File: src/sv/acrs_pkg.sv
// Shared types, constants and helpers of the ADC conversion request sequencer.
package acrs_pkg;

	localparam int QUEUE_DEPTH = 8;
	localparam int PTR_W = $clog2(QUEUE_DEPTH);
	localparam logic [15:0] TIMEOUT_RESET = 16'd1000;
	localparam int STATUS_RDY_BIT = 2;

	typedef logic [PTR_W-1:0] ptr_t;

	typedef enum logic {
		FUNC_ENQ = 1'b0,
		FUNC_POLL = 1'b1
	} func_t;

	typedef enum logic [1:0] {
		KIND_START = 2'd0,
		KIND_RESULT = 2'd1,
		KIND_TIMEOUT = 2'd2,
		KIND_DROP = 2'd3
	} kind_t;

	typedef enum logic [2:0] {
		ST_IDLE,
		ST_SCAN_RD,
		ST_SCAN_CMP,
		ST_DROP,
		ST_START_NEW,
		ST_POLL_CMP,
		ST_START_WAIT,
		ST_START_OLD
	} state_t;

	typedef struct packed {
		logic [3:0] sensor_id;
		logic [3:0] pos_channel;
		logic [3:0] neg_channel;
		logic [2:0] gain;
	} entry_t;

	typedef struct packed {
		func_t func;
		logic [3:0] sensor_id;
		logic [3:0] pos_channel;
		logic [3:0] neg_channel;
		logic [2:0] gain;
		logic [7:0] status_byte;
		logic [23:0] raw_data;
		logic [31:0] now_ms;
	} item_t;

	typedef struct packed {
		kind_t kind;
		logic [3:0] sensor;
		logic [3:0] pos_channel;
		logic [3:0] neg_channel;
		logic [2:0] gain;
		logic [23:0] value;
		logic last;
	} emit_t;

	typedef struct packed {
		logic en;
		ptr_t addr;
		entry_t data;
	} ring_wr_t;

	function automatic ptr_t next_slot(input ptr_t p);
		ptr_t r;
		if (p == ptr_t'(QUEUE_DEPTH - 1)) begin
			r = '0;
		end else begin
			r = p + 1'b1;
		end
		return r;
	endfunction

endpackage

File: src/sv/acrs_ifs.sv
// Valid/ready channel interfaces for request words and result words.
interface acrs_in_if;
	logic valid;
	logic ready;
	logic func;
	logic [3:0] sensor_id;
	logic [3:0] pos_channel;
	logic [3:0] neg_channel;
	logic [2:0] gain;
	logic [7:0] status_byte;
	logic [23:0] raw_data;
	logic [31:0] now_ms;

	modport source (
		output valid, func, sensor_id, pos_channel, neg_channel, gain,
		status_byte, raw_data, now_ms,
		input ready
	);
	modport sink (
		input valid, func, sensor_id, pos_channel, neg_channel, gain,
		status_byte, raw_data, now_ms,
		output ready
	);
endinterface

interface acrs_out_if;
	logic valid;
	logic ready;
	logic [1:0] kind;
	logic [3:0] out_sensor;
	logic [3:0] out_pos_channel;
	logic [3:0] out_neg_channel;
	logic [2:0] out_gain;
	logic signed [23:0] value;
	logic last;

	modport source (
		output valid, kind, out_sensor, out_pos_channel, out_neg_channel, out_gain,
		value, last,
		input ready
	);
	modport sink (
		input valid, kind, out_sensor, out_pos_channel, out_neg_channel, out_gain,
		value, last,
		output ready
	);
endinterface

File: src/sv/acrs_ring.sv
// Request ring storage: one write port, one registered read port.
module acrs_ring (
	input logic clk,
	input acrs_pkg::ring_wr_t wr,
	input acrs_pkg::ptr_t rd_addr,
	output acrs_pkg::entry_t rd_data
);

	acrs_pkg::entry_t mem_q [acrs_pkg::QUEUE_DEPTH];

	always_ff @(posedge clk) begin
		if (wr.en) begin
			mem_q[wr.addr] <= wr.data;
		end
	end

	always_ff @(posedge clk) begin
		rd_data <= mem_q[rd_addr];
	end

endmodule

File: src/sv/acrs_seq.sv
// Sequencer: ring pointers, duplicate scan, poll decision and result issue.
module acrs_seq (
	input logic clk,
	input logic arst_n,
	input logic in_valid,
	output logic in_ready,
	input acrs_pkg::item_t item,
	input logic [15:0] timeout_ms,
	output logic emit_valid,
	output acrs_pkg::emit_t emit,
	input logic out_free,
	output acrs_pkg::ring_wr_t ring_wr,
	output acrs_pkg::ptr_t rd_addr,
	input acrs_pkg::entry_t rd_data
);

	acrs_pkg::state_t state_q, state_d;
	acrs_pkg::ptr_t head_q, tail_q, scan_q;
	logic [31:0] stamp_q;
	acrs_pkg::item_t item_q;

	logic empty, full, more, scan_end, dup, data_rdy, timed_out, retire, emit_go;
	logic [31:0] elapsed;
	acrs_pkg::ptr_t head_nx;

	assign head_nx = acrs_pkg::next_slot(head_q);
	assign empty = (head_q == tail_q);
	assign full = (acrs_pkg::next_slot(tail_q) == head_q);
	assign more = (head_nx != tail_q);
	assign scan_end = (scan_q == tail_q);
	assign dup = (rd_data.sensor_id == item_q.sensor_id);
	assign elapsed = item_q.now_ms - stamp_q;
	assign data_rdy = ~item_q.status_byte[acrs_pkg::STATUS_RDY_BIT];
	assign timed_out = (elapsed >= {16'd0, timeout_ms});
	assign retire = data_rdy | timed_out;
	assign emit_go = emit_valid & out_free;

	always_comb begin
		state_d = state_q;
		case (state_q)
			acrs_pkg::ST_IDLE: begin
				if (in_valid) begin
					if (item.func == acrs_pkg::FUNC_ENQ) begin
						state_d = full ? acrs_pkg::ST_DROP : acrs_pkg::ST_SCAN_RD;
					end else begin
						state_d = empty ? acrs_pkg::ST_IDLE : acrs_pkg::ST_POLL_CMP;
					end
				end
			end
			acrs_pkg::ST_SCAN_RD: begin
				if (scan_end) begin
					state_d = empty ? acrs_pkg::ST_START_NEW : acrs_pkg::ST_IDLE;
				end else begin
					state_d = acrs_pkg::ST_SCAN_CMP;
				end
			end
			acrs_pkg::ST_SCAN_CMP: begin
				state_d = dup ? acrs_pkg::ST_IDLE : acrs_pkg::ST_SCAN_RD;
			end
			acrs_pkg::ST_DROP, acrs_pkg::ST_START_NEW, acrs_pkg::ST_START_OLD: begin
				if (out_free) begin
					state_d = acrs_pkg::ST_IDLE;
				end
			end
			acrs_pkg::ST_POLL_CMP: begin
				if (!retire) begin
					state_d = acrs_pkg::ST_IDLE;
				end else if (out_free) begin
					state_d = more ? acrs_pkg::ST_START_WAIT : acrs_pkg::ST_IDLE;
				end
			end
			acrs_pkg::ST_START_WAIT: begin
				state_d = acrs_pkg::ST_START_OLD;
			end
			default: begin
				state_d = acrs_pkg::ST_IDLE;
			end
		endcase
	end

	always_comb begin
		in_ready = (state_q == acrs_pkg::ST_IDLE);
		emit_valid = 1'b0;
		emit = '0;
		rd_addr = head_q;
		ring_wr = '0;
		case (state_q)
			acrs_pkg::ST_SCAN_RD: begin
				rd_addr = scan_q;
				if (scan_end) begin
					ring_wr.en = 1'b1;
					ring_wr.addr = tail_q;
					ring_wr.data = {item_q.sensor_id, item_q.pos_channel,
						item_q.neg_channel, item_q.gain};
				end
			end
			acrs_pkg::ST_SCAN_CMP: begin
				rd_addr = scan_q;
			end
			acrs_pkg::ST_DROP: begin
				emit_valid = 1'b1;
				emit.kind = acrs_pkg::KIND_DROP;
				emit.sensor = item_q.sensor_id;
				emit.last = 1'b1;
			end
			acrs_pkg::ST_START_NEW: begin
				emit_valid = 1'b1;
				emit.kind = acrs_pkg::KIND_START;
				emit.sensor = item_q.sensor_id;
				emit.pos_channel = item_q.pos_channel;
				emit.neg_channel = item_q.neg_channel;
				emit.gain = item_q.gain;
				emit.last = 1'b1;
			end
			acrs_pkg::ST_POLL_CMP: begin
				emit_valid = retire;
				emit.kind = data_rdy ? acrs_pkg::KIND_RESULT : acrs_pkg::KIND_TIMEOUT;
				emit.sensor = rd_data.sensor_id;
				emit.value = data_rdy ? item_q.raw_data : 24'd0;
				emit.last = ~more;
			end
			acrs_pkg::ST_START_OLD: begin
				emit_valid = 1'b1;
				emit.kind = acrs_pkg::KIND_START;
				emit.sensor = rd_data.sensor_id;
				emit.pos_channel = rd_data.pos_channel;
				emit.neg_channel = rd_data.neg_channel;
				emit.gain = rd_data.gain;
				emit.last = 1'b1;
			end
			default: begin
			end
		endcase
	end

	always_ff @(posedge clk) begin
		if (in_valid && in_ready) begin
			item_q <= item;
		end
	end

	always_ff @(posedge clk or negedge arst_n) begin
		if (!arst_n) begin
			state_q <= acrs_pkg::ST_IDLE;
			head_q <= '0;
			tail_q <= '0;
			scan_q <= '0;
			stamp_q <= '0;
		end else begin
			state_q <= state_d;
			case (state_q)
				acrs_pkg::ST_IDLE: begin
					scan_q <= head_q;
				end
				acrs_pkg::ST_SCAN_RD: begin
					if (scan_end) begin
						tail_q <= acrs_pkg::next_slot(tail_q);
						if (empty) begin
							stamp_q <= item_q.now_ms;
						end
					end
				end
				acrs_pkg::ST_SCAN_CMP: begin
					if (!dup) begin
						scan_q <= acrs_pkg::next_slot(scan_q);
					end
				end
				acrs_pkg::ST_POLL_CMP: begin
					if (emit_go) begin
						head_q <= head_nx;
						if (more) begin
							stamp_q <= item_q.now_ms;
						end
					end
				end
				default: begin
				end
			endcase
		end
	end

endmodule

File: src/sv/adc_conversion_request_sequencer_unit.sv
// Top level of the ADC conversion request sequencer.
//
//   channel  | dir | words
//   cmd      | in  | enqueue or poll word, valid/ready
//   res      | out | start, result, timeout or drop word, valid/ready, last marks end
//   cfg      | in  | timeout_ms write, cfg_we/cfg_wdata
//
// Enqueue: duplicate scan, one ring read per queued entry, stops at a match; start word
//   into an empty ring, drop word when full.
// Poll: no word on an empty ring; result or timeout on retire, then start of any next entry.
// cmd.ready is high only between words; a held res word stalls the sequencer at its next issue.
// Reset clears pointers, start stamp and output valid; timeout_ms returns to 1000.
module adc_conversion_request_sequencer_unit (
	input logic clk,
	input logic arst_n,
	acrs_in_if.sink cmd,
	acrs_out_if.source res,
	input logic cfg_we,
	input logic [15:0] cfg_wdata
);

	logic [15:0] timeout_q;
	logic res_valid_q;
	acrs_pkg::emit_t res_q;
	acrs_pkg::item_t item;
	acrs_pkg::emit_t emit;
	logic emit_valid, out_free;
	acrs_pkg::ring_wr_t ring_wr;
	acrs_pkg::ptr_t rd_addr;
	acrs_pkg::entry_t rd_data;

	assign item.func = acrs_pkg::func_t'(cmd.func);
	assign item.sensor_id = cmd.sensor_id;
	assign item.pos_channel = cmd.pos_channel;
	assign item.neg_channel = cmd.neg_channel;
	assign item.gain = cmd.gain;
	assign item.status_byte = cmd.status_byte;
	assign item.raw_data = cmd.raw_data;
	assign item.now_ms = cmd.now_ms;

	assign out_free = ~res_valid_q | res.ready;

	acrs_seq u_seq (
		.clk(clk),
		.arst_n(arst_n),
		.in_valid(cmd.valid),
		.in_ready(cmd.ready),
		.item(item),
		.timeout_ms(timeout_q),
		.emit_valid(emit_valid),
		.emit(emit),
		.out_free(out_free),
		.ring_wr(ring_wr),
		.rd_addr(rd_addr),
		.rd_data(rd_data)
	);

	acrs_ring u_ring (
		.clk(clk),
		.wr(ring_wr),
		.rd_addr(rd_addr),
		.rd_data(rd_data)
	);

	always_ff @(posedge clk or negedge arst_n) begin
		if (!arst_n) begin
			timeout_q <= acrs_pkg::TIMEOUT_RESET;
			res_valid_q <= 1'b0;
		end else begin
			if (cfg_we) begin
				timeout_q <= cfg_wdata;
			end
			if (emit_valid && out_free) begin
				res_valid_q <= 1'b1;
			end else if (res.ready) begin
				res_valid_q <= 1'b0;
			end
		end
	end

	always_ff @(posedge clk) begin
		if (emit_valid && out_free) begin
			res_q <= emit;
		end
	end

	assign res.valid = res_valid_q;
	assign res.kind = res_q.kind;
	assign res.out_sensor = res_q.sensor;
	assign res.out_pos_channel = res_q.pos_channel;
	assign res.out_neg_channel = res_q.neg_channel;
	assign res.out_gain = res_q.gain;
	assign res.value = res_q.value;
	assign res.last = res_q.last;

endmodule

File: src/flat_wrapper.sv
// flat-port wrapper written by rule: the top's interface ports become plain ports
module adc_conversion_request_sequencer_unit_flat 
  (clk, arst_n, cfg_we, cfg_wdata, cmd_valid, cmd_func, cmd_sensor_id, cmd_pos_channel, cmd_neg_channel, cmd_gain, cmd_status_byte, cmd_raw_data, cmd_now_ms, cmd_ready, res_valid, res_kind, res_out_sensor, res_out_pos_channel, res_out_neg_channel, res_out_gain, res_value, res_last, res_ready);
  acrs_in_if cmd_i ();
  acrs_out_if res_i ();
  input logic clk;
  input logic arst_n;
  input logic cfg_we;
  input logic [15:0] cfg_wdata;
  input wire logic [$bits(cmd_i.valid)-1:0] cmd_valid;
  input wire logic [$bits(cmd_i.func)-1:0] cmd_func;
  input wire logic [$bits(cmd_i.sensor_id)-1:0] cmd_sensor_id;
  input wire logic [$bits(cmd_i.pos_channel)-1:0] cmd_pos_channel;
  input wire logic [$bits(cmd_i.neg_channel)-1:0] cmd_neg_channel;
  input wire logic [$bits(cmd_i.gain)-1:0] cmd_gain;
  input wire logic [$bits(cmd_i.status_byte)-1:0] cmd_status_byte;
  input wire logic [$bits(cmd_i.raw_data)-1:0] cmd_raw_data;
  input wire logic [$bits(cmd_i.now_ms)-1:0] cmd_now_ms;
  output wire logic [$bits(cmd_i.ready)-1:0] cmd_ready;
  output wire logic [$bits(res_i.valid)-1:0] res_valid;
  output wire logic [$bits(res_i.kind)-1:0] res_kind;
  output wire logic [$bits(res_i.out_sensor)-1:0] res_out_sensor;
  output wire logic [$bits(res_i.out_pos_channel)-1:0] res_out_pos_channel;
  output wire logic [$bits(res_i.out_neg_channel)-1:0] res_out_neg_channel;
  output wire logic [$bits(res_i.out_gain)-1:0] res_out_gain;
  output wire logic [$bits(res_i.value)-1:0] res_value;
  output wire logic [$bits(res_i.last)-1:0] res_last;
  input wire logic [$bits(res_i.ready)-1:0] res_ready;
  assign cmd_i.valid = cmd_valid;
  assign cmd_i.func = cmd_func;
  assign cmd_i.sensor_id = cmd_sensor_id;
  assign cmd_i.pos_channel = cmd_pos_channel;
  assign cmd_i.neg_channel = cmd_neg_channel;
  assign cmd_i.gain = cmd_gain;
  assign cmd_i.status_byte = cmd_status_byte;
  assign cmd_i.raw_data = cmd_raw_data;
  assign cmd_i.now_ms = cmd_now_ms;
  assign cmd_ready = cmd_i.ready;
  assign res_valid = res_i.valid;
  assign res_kind = res_i.kind;
  assign res_out_sensor = res_i.out_sensor;
  assign res_out_pos_channel = res_i.out_pos_channel;
  assign res_out_neg_channel = res_i.out_neg_channel;
  assign res_out_gain = res_i.out_gain;
  assign res_value = res_i.value;
  assign res_last = res_i.last;
  assign res_i.ready = res_ready;
  adc_conversion_request_sequencer_unit u_core (.clk(clk), .arst_n(arst_n), .cmd(cmd_i), .res(res_i), .cfg_we(cfg_we), .cfg_wdata(cfg_wdata));
endmodule
File: config.mk
export PLATFORM = sky130hd
export DESIGN_NAME = adc_conversion_request_sequencer_unit_flat
export DESIGN_NICKNAME = d
export VERILOG_FILES = /design/src/sv/acrs_pkg.sv /design/src/sv/acrs_ifs.sv /design/src/sv/acrs_ring.sv /design/src/sv/acrs_seq.sv /design/src/sv/adc_conversion_request_sequencer_unit.sv /design/src/flat_wrapper.sv
export SDC_FILE = /design/constraint.sdc
export NUM_CORES = 1
export LEC_CHECK = 0
export BUFFER_PORTS_ARGS = -buffer_cell sky130_fd_sc_hd__buf_2
export CORE_MARGIN = 1.5
export CORE_UTILIZATION = 60
export DETAILED_ROUTE_END_ITERATION = 7
export PLACE_DENSITY = 0.9
export SLEW_MARGIN = 25
export SYNTH_ARGS = -nofsm -noshare
export SYNTH_HDL_FRONTEND = slang
export SYNTH_SLANG_ARGS = --single-unit
File: constraint.sdc
create_clock -name clk -period 17.3 [get_ports clk]
set_clock_uncertainty 0.15 [all_clocks]
set_input_delay 3.46 -clock clk [delete_from_list [all_inputs] [get_ports clk]]
set_output_delay 3.46 -clock clk [all_outputs]
set_load 0.02 [all_outputs]
* Word-level counts from Yosys, hierarchy flattened
Memories as Yosys holds them, arrays and structs flattened. A register that Yosys moved wholly into a read port is not among the register bits. Cells that the tools add are included.
Operators by class: add/sub/neg operators 4, magnitude comparators 1, eq/ne operators 23, mux-type cells 34, bitwise logic cells 7, reduce and logical (&&, ||, !) cells 14
Operators with widths (number):
- 2-to-1 mux 32 bit | 4
- case mux 32 bit (2 select lines) | 1
- 2-to-1 mux 3 bit | 14
- 2-to-1 mux 19 bit | 2
- >= comparator 32 x 16 -> 1 bit | 1
- subtractor 32 bit | 1
- case mux 6 bit (4 select lines) | 1
- case mux 11 bit (2 select lines) | 1
- equality test 3 bit (second input constant) | 7
- case mux 3 bit (6 select lines) | 1
- != test 2 bit (second input constant) | 6
- adder 3 x 1 -> 3 bit (second input constant) | 3
- equality test 3 bit | 3
- equality test 3 x 2 -> 1 bit (second input constant) | 2
- case mux 3 bit (2 select lines) | 1
- AND reduction 2 bit | 3
- nonzero test 2 bit | 3
- 2-to-1 mux 1 bit | 5
- AND reduction 5 bit | 1
- equality test 4 bit | 1
- 2-to-1 mux 2 bit | 2
- NOT 1 bit | 4
- case mux 1 bit (2 select lines) | 2
- OR reduction 2 bit | 2
- 10 further kinds | 12
Storage, ports and cells: bits in registers 177, bits in writable memories 120, input bits 101, output and inout bits 44, word-level logic and storage cells 105, memories 1
Memories:
- u_core.u_ring.mem_q | words 8, width 15, read ports 1, clocked after Yosys merged registers in 1, wr ports 1, line acrs_ring.sv:9 | acrs_pkg::entry_t mem_q [acrs_pkg::QUEUE_DEPTH];

* Logic depth before layout (Yosys ltp)
depth after elaboration 7, mapped depth 22, mapped depth without buffers 21

* Modules after synthesis
A second synthesis with hierarchy kept.
Unflattened totals: cell total of the unflattened synthesis 1021, area, all modules 14666.6 um2
By module, submodules not included:
- acrs_seq | instances 1, cells each 740, area each 7731.2 um2, seq. area each 3263.1 um2
- acrs_ring | instances 1, cells each 201, area each 4973.5 um2, seq. area each 3903.7 um2
- adc_conversion_request_sequencer_unit | instances 1, cells each 80, area each 1961.9 um2, seq. area each 1694.1 um2

* Least setup slack after synthesis
OpenSTA, ideal clock, no wires.
kind input to register, start input port res_ready, end register u_core.res_q (netlist bit u_core.res.kind[0]) (enable), setup time 0.455 ns, arrival time 5.603 ns, required time 16.695 ns, slack 11.092 ns, stages on the path 2, path through nor2b_1 -> a21oi_1
Between the ends: cells in the longest elaborated chain, start to end 2
Ends and longest elaborated chain:
- from (decl) | line flat_wrapper.sv:28 | input wire logic [$bits(res_i.ready)-1:0] res_ready;
- OR 1 bit | line adc_conversion_request_sequencer_unit.sv:41 | assign out_free = ~res_valid_q | res.ready;
- logical AND 1 bit | line adc_conversion_request_sequencer_unit.sv:82 | if (emit_valid && out_free) begin
- to (signal assigned) | line adc_conversion_request_sequencer_unit.sv:83 | res_q <= emit;
- to (decl) | line adc_conversion_request_sequencer_unit.sv:24 | acrs_pkg::emit_t res_q;
No other way between the ends. A chain may end at the register's enable or synchronous reset.

* Worst setup path in the final report
start register u_core.u_seq.item_q[4] in the netlist's numbering, end register u_core.u_seq.stamp_q[0]
Between the ends: cells in the longest elaborated chain, start to end 7
Ends and longest elaborated chain:
- from (decl) | line acrs_seq.sv:20 | acrs_pkg::item_t item_q;
- from (signal assigned) | line acrs_seq.sv:138 | item_q <= item;
- subtractor 32 bit | line acrs_seq.sv:32 | assign elapsed = item_q.now_ms - stamp_q;
- >= comparator 32 x 16 -> 1 bit | line acrs_seq.sv:34 | assign timed_out = (elapsed >= {16'd0, timeout_ms});
- OR 1 bit | line acrs_seq.sv:35 | assign retire = data_rdy | timed_out;
- case mux 1 bit (2 select lines) | line acrs_seq.sv:87 | case (state_q)
- bitwise AND 1 bit | line acrs_seq.sv:36 | assign emit_go = emit_valid & out_free;
- != test 2 bit (no line)
- AND reduction 5 bit (no line)
- to (signal assigned) | line acrs_seq.sv:159 | stamp_q <= item_q.now_ms;
- to (signal assigned) | line acrs_seq.sv:172 | stamp_q <= item_q.now_ms;
- to (decl) | line acrs_seq.sv:19 | logic [31:0] stamp_q;
No other way between the ends.

==> flow_summary.json <==
{
  "core-area_mm2": 0.02278,
  "postCtsSetupBuffers": 0,
  "grt_pass1_wl_mm": 47.53,
  "die-area_mm2": 0.02435,
  "power.total_uw": 3051,
  "yosys_warnings": 0,
  "row_count": 55,
  "cp_max_fo": 14,
  "timing.final.hold_violations": 0,
  "clkTransAtPathRegs_ns": 0.06,
  "arrival_ns": 6.10,
  "start_kind": "register",
  "wirelength_mm": 30.92,
  "fmaxAchievable_ghz": 0.1724,
  "setup_viol": 0,
  "clockBufferDepth": 3,
  "numCtsBuffers": 31,
  "ir_worst_vdd_mv": 0.1144,
  "grt_max_degree": 73,
  "drive_gt1_share_pct": 24.13,
  "root_buffer": "clkbuf_16",
  "pwr_density_cell_mw_per_mm2": 187.0,
  "period_minus_slack_ns": 5.802,
  "vias": 8786,
  "gp_congestion": 0.8749,
  "insertion_delay_ns": 0.58,
  "slew_headroom_pct": 25.53,
  "synth_seq_cells": 310,
  "io_buffers": 137,
  "synth_commonest_cells": "234 x edfxtp_1, 61 x inv_1, 55 x dfrtp_1, 55 x nand2_1, 53 x ha_1",
  "hp-class": "reg2reg",
  "syn_nets": 1167,
  "fin_crit_sh_pct": 33.54,
  "worst_pin_slew_ns": 1.116,
  "die_h_um": 156.0,
  "rsz0062_at_grt": "no",
  "synth.distinct_cells": 73,
  "htreeDepth": 1,
  "synth_top_area_share_pct": 50.01,
  "slew_violations": 0,
  "start_util_pct": 61.69,
  "grt_overflow": 0,
  "finalNetCount": 1311,
  "vias_per_cell": 5.877,
  "fillers": 1424,
  "ctsResizeCount": 0,
  "outcome": "finished, final reports clean",
  "leakage_uw": 0.006267,
  "cts_tree": "done",
  "yosys-top-cells-area": "edfxtp_1 50%, dfrtp_1 9.8%, mux4_2 4.8%",
  "antenna_found_initial": 1,
  "synth_cells": 1012,
  "cp_num_buf_inv": 2,
  "fin_setup_tns_ns": 0,
  "syn2layout_area_growth_pct": 16.12,
  "die_x_um": 156.0,
  "max_stage_delay_ns": 0.55,
  "wire_per_inst_um": 20.68,
  "cap_violations": 0,
  "synth_area_mm2": 0.01405,
  "yosys_most_used_dff": "edfxtp_1",
  "cts_hold_buf": 0,
  "grt_pass1_vias": 9046,
  "crit_family": "compound AO/OA/AOI/OAI gates",
  "clkSinkCount": 310,
  "grt_usage_pct": 25.69,
  "cp.required_ns": 17.60,
  "cp_cell_sequence": "ha_1 -> a21o_1 -> a31o_2 -> o21a_1 -> o21ai_0 -> nand2b_1 -> a21oi_1 -> o21bai_1 -> xor2_1 -> ha_1 -> nand4_1 -> a211oi_1 -> a221o_1 -> a211oi_1 -> o2111ai_1 -> nor4_1 -> nand4_1 -> a2111o_1 -> a21oi_4 -> buf_8 -> buf_8 -> mux2_2",
  "hpwlAfterDp_mm": 20.39,
  "synth_most_common_cell": "edfxtp_1",
  "end_kind": "register",
  "crit_path_top_delay_cell": "a2111o_1",
  "synth_top_area_cell": "edfxtp_1",
  "ys_async_sr_fraction_pct": 19.68,
  "path_class": "reg2reg",
  "synth-seq-area-share_pct": 63.06,
  "drtIter0Drc": 765,
  "route.detailed.drc": 0,
  "syn_avg_cell_area_um2": 13.88,
  "synth_edf_count": 234,
  "pin_count": 145,
  "ant_nets": 0,
  "drtPass1Iterations": 5
}
layer usage:
metal  GRT usage (%)  vias up  part of all wire, %
li1                -     4068                    -
met2           47.05      325                   53
met5               0        -                    0
met1           30.48     4313                   38
met3           4.139       80                  5.3
met4           9.478        0                  3.5
logic make-up (layout without fill, tap and decap cells):
kind of cell,after synthesis,in the layout,synth area share [%]
buffers and inverters,100,269,2.858
other,0,1,0
adder cells (fa/ha/maj),54,54,4.862
XOR/XNOR,35,35,2.182
AO/OA/AOI/OAI,184,184,8.673
multiplexers,89,89,9.475
AND/OR/NAND/NOR,240,240,8.887
flip-flops,310,310,63.06
layout by cell type, fill, tap and decap left out, types with 7 or more instances in the layout:
cell | Yosys | routed
a211oi_1 | 10 | 10
a21oi_1 | 47 | 46
a22oi_1 | 16 | 16
and2_1 | 46 | 45
buf_2 | 2 | 137
buf_4 | 0 | 8
bufinv_16 | 0 | 7
clkbuf_16 | 0 | 31
dfrtp_1 | 55 | 55
dfxtp_1 | 15 | 15
edfxtp_1 | 234 | 234
ha_1 | 53 | 53
inv_1 | 61 | 61
mux2_1 | 29 | 29
mux2_2 | 23 | 23
mux4_2 | 30 | 30
nand2_1 | 55 | 55
nand2b_1 | 9 | 9
nand3_1 | 17 | 17
nor2_1 | 43 | 37
nor2b_1 | 16 | 16
nor3_1 | 18 | 15
o21a_1 | 11 | 11
o21ai_0 | 46 | 46
xnor2_1 | 19 | 19
xor2_1 | 16 | 16
through the flow:
stage               utilization (%)  setup slack, ns  area [um2]  instances  hold WS [ns]
floorplan                         -            11.09       14050       1012        0.3142
global placement              66.31            11.47       15100       1431        0.3232
detailed placement            66.55            11.55       15160       1435        0.3298
CTS                           71.53            11.50       16290       1493        0.3428
global route                  71.63            11.12       16320       1495        0.3487
finish                        71.63            11.50       16320       1495        0.3382
worst reg2reg max path: stages (launching register included):
cell and delay [ns]:
edfxtp_1 0.41, ha_1 0.38, a21o_1 0.20, a31o_2 0.23, o21a_1 0.20, o21ai_0 0.18
nand2b_1 0.11, a21oi_1 0.16, o21bai_1 0.09, xor2_1 0.16, ha_1 0.30, nand4_1 0.12
a211oi_1 0.06, a221o_1 0.35, a211oi_1 0.22, o2111ai_1 0.15, nor4_1 0.35, nand4_1 0.13
a2111o_1 0.55, a21oi_4 0.44, buf_8 0.22, buf_8 0.18, mux2_2 0.36
power by group:
group          total, uW  internal (uW)  switching, uW
Clock                734            446            288
Combinational       1240            531            705
Sequential          1080            987           94.4
Total               3050           1960           1090
layout make-up:
| type | count | area, um2 | area share (%) |
|---|---|---|---|
| Antenna cell | 1 | 2.502 | 0.01534 |
| Clock buffer | 36 | 814.5 | 4.992 |
| Clock inverter | 22 | 319.1 | 1.956 |
| Inverter | 61 | 229.0 | 1.403 |
| Multi-Input combinational cell | 602 | 4876 | 29.89 |
| Sequential cell | 310 | 8861 | 54.31 |
| Tap cell | 313 | 391.6 | 2.400 |
| Timing Repair Buffer | 150 | 822.0 | 5.038 |
worst paths after layout:
| check | slack [ns] | from | to | depth (start not counted) |
|---|---|---|---|---|
| worst max-delay path | 11.50 | u_core.u_seq.item_q[4] | u_core.u_seq.stamp_q[0] | 22 |
| worst min-delay path | 0.34 | u_core.u_seq.stamp_q[10] | u_core.u_seq.stamp_q[10] | 1 |
| worst max register to register | 11.50 | u_core.u_seq.item_q[4] | u_core.u_seq.stamp_q[0] | 22 |
| worst min register to register | 0.34 | u_core.u_seq.stamp_q[10] | u_core.u_seq.stamp_q[10] | 1 |
| max in group asynchronous | 13.54 | arst_n | u_core.u_seq.stamp_q[26] | 2 |
| min in group asynchronous | 2.93 | arst_n | u_core.u_seq.stamp_q[1] | 2 |
state kept, by name, indices dropped and copies added (netlist names):
register and count:
u_core.u_seq.item_q 72, u_core.u_seq.scan_q 3, u_core.u_seq.tail_q 3, u_core.u_seq.state_q 3, u_core.res.value 24, u_core.res.out_gain 3, u_core.timeout_q 16, u_core.u_ring.rd_data 15
u_core.res.out_sensor 4, u_core.res.last 1, u_core.res.out_pos_channel 4, u_core.res.valid 1, u_core.res.kind 2, u_core.res.out_neg_channel 4, u_core.u_seq.stamp_q 32, u_core.u_ring.mem_q 120
u_core.u_seq.head_q 3
Power figures use the tool's default switching activity.
